**config.mk**
```make
export PLATFORM = sky130hd
export DESIGN_NAME = pafe_ctrl
export DESIGN_NICKNAME = d
export VERILOG_FILES = /design/src/rtl/core/assert_macros.svh /design/src/rtl/core/pafe_pkg.sv /design/src/rtl/core/pafe_ctrl.sv
export SDC_FILE = /design/constraint.sdc
export NUM_CORES = 1
export LEC_CHECK = 0
export ABC_AREA = 1
export BUFFER_PORTS_ARGS = -buffer_cell sky130_fd_sc_hd__buf_2
export CAP_MARGIN = 0
export CORE_AREA = 4 4 41 43
export CTS_BUF_LIST = sky130_fd_sc_hd__clkbuf_16
export DETAILED_ROUTE_END_ITERATION = 8
export DIE_AREA = 0 0 45 47
export HOLD_SLACK_MARGIN = 0.03
export MAX_ROUTING_LAYER = met4
export SYNTH_ARGS = -nofsm -noshare
export SYNTH_HDL_FRONTEND = slang
export SYNTH_SLANG_ARGS = --single-unit
```
**constraint.sdc**
```tcl
create_clock -name clk -period 1.6 [get_ports clk]
set_input_delay 0.32 -clock clk [delete_from_list [all_inputs] [get_ports clk]]
set_output_delay 0.32 -clock clk [all_outputs]
set_load 0.02 [all_outputs]
```
**src/rtl/core/assert_macros.svh**
```systemverilog
// assertion helpers
`ifndef ASSERT_MACROS_SVH
`define ASSERT_MACROS_SVH
`ifndef SYNTHESIS
`define ASSERT_IMPL(label, clk, rst_n, prop, msg) \
  label: assert property (@(posedge clk) disable iff (!rst_n) (prop)) else $error(msg);
`define ASSERT_NEXT(label, clk, rst_n, pre, post, msg) \
  label: assert property (@(posedge clk) disable iff (!rst_n) (pre) |=> (post)) else $error(msg);
`else
`define ASSERT_IMPL(label, clk, rst_n, prop, msg)
`define ASSERT_NEXT(label, clk, rst_n, pre, post, msg)
`endif
`endif

```
**src/rtl/core/pafe_pkg.sv**
```systemverilog
package pafe_pkg;
  localparam int unsigned COORD_WIDTH_DEF = 32;
  localparam int unsigned FRAC_BITS_DEF   = 8;
  localparam int unsigned T_BITS          = 16;
  localparam int unsigned T_W             = 17;
  localparam int unsigned CFG_IDX_W       = 2;
  localparam logic [1:0] REG_END_X = 2'd0;
  localparam logic [1:0] REG_END_Y = 2'd1;
  localparam logic [1:0] REG_END_Z = 2'd2;
  localparam logic [1:0] REG_CROSS = 2'd3;
  localparam logic KIND_FIT  = 1'b0;
  localparam logic KIND_EVAL = 1'b1;

  typedef struct packed {
    logic load;
    logic step;
    logic finish;
  } pafe_cmd_t;

  typedef struct packed {
    logic done;
  } pafe_sts_t;
endpackage

```
**src/rtl/core/pafe_ctrl.sv**
```systemverilog
module pafe_ctrl (
  input  logic               clk,
  input  logic               rst_n,
  input  logic               in_valid,
  output logic               in_ready,
  output logic               out_valid,
  input  logic               out_ready,
  output pafe_pkg::pafe_cmd_t cmd,
  input  pafe_pkg::pafe_sts_t sts
);
  import pafe_pkg::*;

  localparam logic [1:0] ST_IDLE = 2'd0;
  localparam logic [1:0] ST_WORK = 2'd1;
  localparam logic [1:0] ST_OUT  = 2'd2;

  logic [1:0] state_r, state_nxt;

  assign in_ready  = (state_r == ST_IDLE);
  assign out_valid = (state_r == ST_OUT);

  always_comb begin
    state_nxt = state_r;
    cmd = '0;
    unique case (state_r)
      ST_IDLE: begin
        if (in_valid) begin
          cmd.load  = 1'b1;
          state_nxt = ST_WORK;
        end
      end
      ST_WORK: begin
        cmd.step = 1'b1;
        if (sts.done) begin
          cmd.finish = 1'b1;
          state_nxt  = ST_OUT;
        end
      end
      ST_OUT: begin
        if (out_ready) state_nxt = ST_IDLE;
      end
      default: state_nxt = ST_IDLE;
    endcase
  end

  always_ff @(posedge clk) begin
    if (!rst_n) state_r <= ST_IDLE;
    else state_r <= state_nxt;
  end
endmodule

```
==> metrics.md <==
| Metric | Value |
|---|---|
| Overall power | `about 470 uW` |
| Critical Path RT | `about 1.3 ns` |
| Vias in the first global route | `158` |
| Layout Skew | `0.000180 ns` |
| Yosys top cell by area | `dfxtp_1` |
| Synthesis-stage register bit count | `2` |
| Via count | `138` |
| RSZ-0062 raised after global routing | `false` |
| Post-DP HPWL | `between 200 and 250 um` |
| # setup viols final | `0` |
| Die Y | `47 um` |
| Crit end category | `output port` |
| Post-DRT Antenna Nets | `0` |
| Max reg flops | `2` |
| Max Slew Vio Count | `0` |
| Number of H-tree levels | `1` |
| Final hold violations | `0` |
| Area contributors post-synth | `dfxtp_1, inv_1, nand3b_1, a21oi_1, nand2_1` |
| CTS tree | `done` |
| I/O Buffers | `9` |
| Placed cell area | `174 sq um` |
| PwrDens | `1900 nW/um^2` |
| Final worst path period share | `between 80% and 90%` |
| Final hold slack | `0.350 ns` |
| Layout cell share with drive strength beyond 1 | `about 45%` |
| Design area | `249 sq um` |
| Largest reg by FF count | `state_r` |
| Seq/Total Area, Yosys | `36.4%` |
| Overall routing resource usage | `5.04%` |
| Final WS setup | `0.312 ns` |
| Crit path launch type | `flop` |
| Cell area after synthesis | `110 sq um` |
| Pre-antenna DRT Iters | `2` |
| Slew of the pin with the lowest slew margin | `0.199 ns` |
| Initial antenna violation count | `0` |
| Core box area | `1300 sq um` |
| Top Ports | `10` |
| Synth warnings | `0` |
| # resized after CTS | `0` |
| TNS Setup | `0 ns` |
| Post-layout minimum cycle time | `1.29 ns` |
| Layout Utilization | `approximately a fifth` |
| Leak | `approximately 0.14 nW` |
| DR iter-0 viols | `1` |
| Later-pin clock latency in the skew report | `around 0.22 ns` |
| Setup CP Type | `reg2out` |
| Crit path buf inv count | `2` |
| Starting density of the core | `8.46%` |
| Peak supply drop | `about 0.3 mV` |
| Hold-fix buffers at CTS | `0` |
| Worst path top cell family by delay | `flip-flops` |
| Most frequent cells in the layout | `buf_2, inv_1, clkbuf_16` |
| Crit path max fanout | `6` |
| Max cap viols | `0` |
| Post-CTS Setup Repair Bufs | `0` |
| First-pass GRT wire length | `600 um` |
| Critical path's slowest cell | `dfxtp_1` |
| Post-Syn Instances | `17` |
| Die Wd | `45 um` |
| Leading cell type in the layout, fill and taps excluded | `buf_2` |
| Die area | `2120 sq um` |
| Critical Path, Cell by Cell | `nand3_1 > inv_1 > buf_2` |
| Number of diodes | `0` |
| P&R area growth vs syn | `126%` |
| Clock slew seen by the registers of the worst setup and hold paths | `0.03 ns` |
| Rows | `13` |
| Root Driver | `clkbuf_16` |
| CP max stage delay | `0.41 ns` |
| DR WL/cell | `7.57 um` |
| Largest net degree at the start of global routing | `7` |
| Cts bufs inserted | `3` |
| Fill count | `151` |
| Routability cong. | `0.726` |
| Post-Syn Nets | `22` |
| Final wirelength | `333 um` |
| Min-Delay Path Class | `in2reg` |
| Cell variety after synth | `8` |
| Dpl ws | `around 0.54 ns` |
| Regs by FF count | `state_r: 2 flops` |
| Syn Area/Cell | `6.48 sq um` |
| Global route overflow | `0` |
| Total placed cells including tap cells | `41` |
| Fin nets | `36` |
| Top-area cell type share of the netlist area | `36.4%` |
| Routed vias/inst | `3.14` |
| Clock Tree Buf Depth | `2` |
| Fmax | `777 MHz` |
| Number of remaining DRC errors | `0` |
| Fin cells | `44` |
| Status | `finished, final reports clean` |
| Worst path arrival time | `0.97 ns` |
| TritonCTS Sinks | `2` |
| Slew margin rel. | `86.7%` |
==> power breakdown <==
part / switching (mW) / internal [mW] / total (mW)
logic: 0.0240 / 0.0156 / 0.0396
registers: 0.00414 / 0.0535 / 0.0576
clock network: 0.0576 / 0.318 / 0.376
==> worst reg2reg max path, cell delays in order (launching register included) <==
cell	delay, ns
dfxtp_1	0.41
nand3_1	0.13
a21oi_1	0.15
==> final timing paths <==
path | startpoint | end | slack [ns] | depth (start not counted)
setup / recovery | state_r[0] | cmd[0] | 0.31 | 3
setup reg to reg | state_r[0] | state_r[1] | 0.84 | 2
hold / removal | rst_n | state_r[1] | 0.35 | 3
hold reg to reg | state_r[1] | state_r[1] | 0.50 | 2
==> cell usage after synthesis <==
cell and instances:
inv_1 6, a21oi_1 2, dfxtp_1 2, nand2_1 2, nand3b_1 2, nand3_1 1, nor2_1 1, nor2_2 1
==> layout make-up <==
class	count	area (sq um)	share of cell area, %
tap	15	18.8	7.54
multi-input combinational	9	47.5	19.1
sequential	2	40.0	16.1
inverter	6	22.5	9.05
clock buffer	3	75.1	30.2
timing repair buffer	9	45.0	18.1
==> layer usage <==
metal | wire length [um] | up-vias | GRT usage, %
li1 | - | 74 | -
met1 | 126 | 50 | 4.06
met2 | 124 | 11 | 5.65
met3 | 60 | 3 | 3.45
met4 | 22 | 0 | 8.77
met5 | 0 | - | -
==> kinds of logic after synthesis <==
group                  synth area share, %
buffers and inverters                 20.5
AOI/OAI and AO/OA                     9.09
and+or+nand+nor                       34.1
DFF                                   36.4
Note: power is estimated with default switching activity, not from simulation.
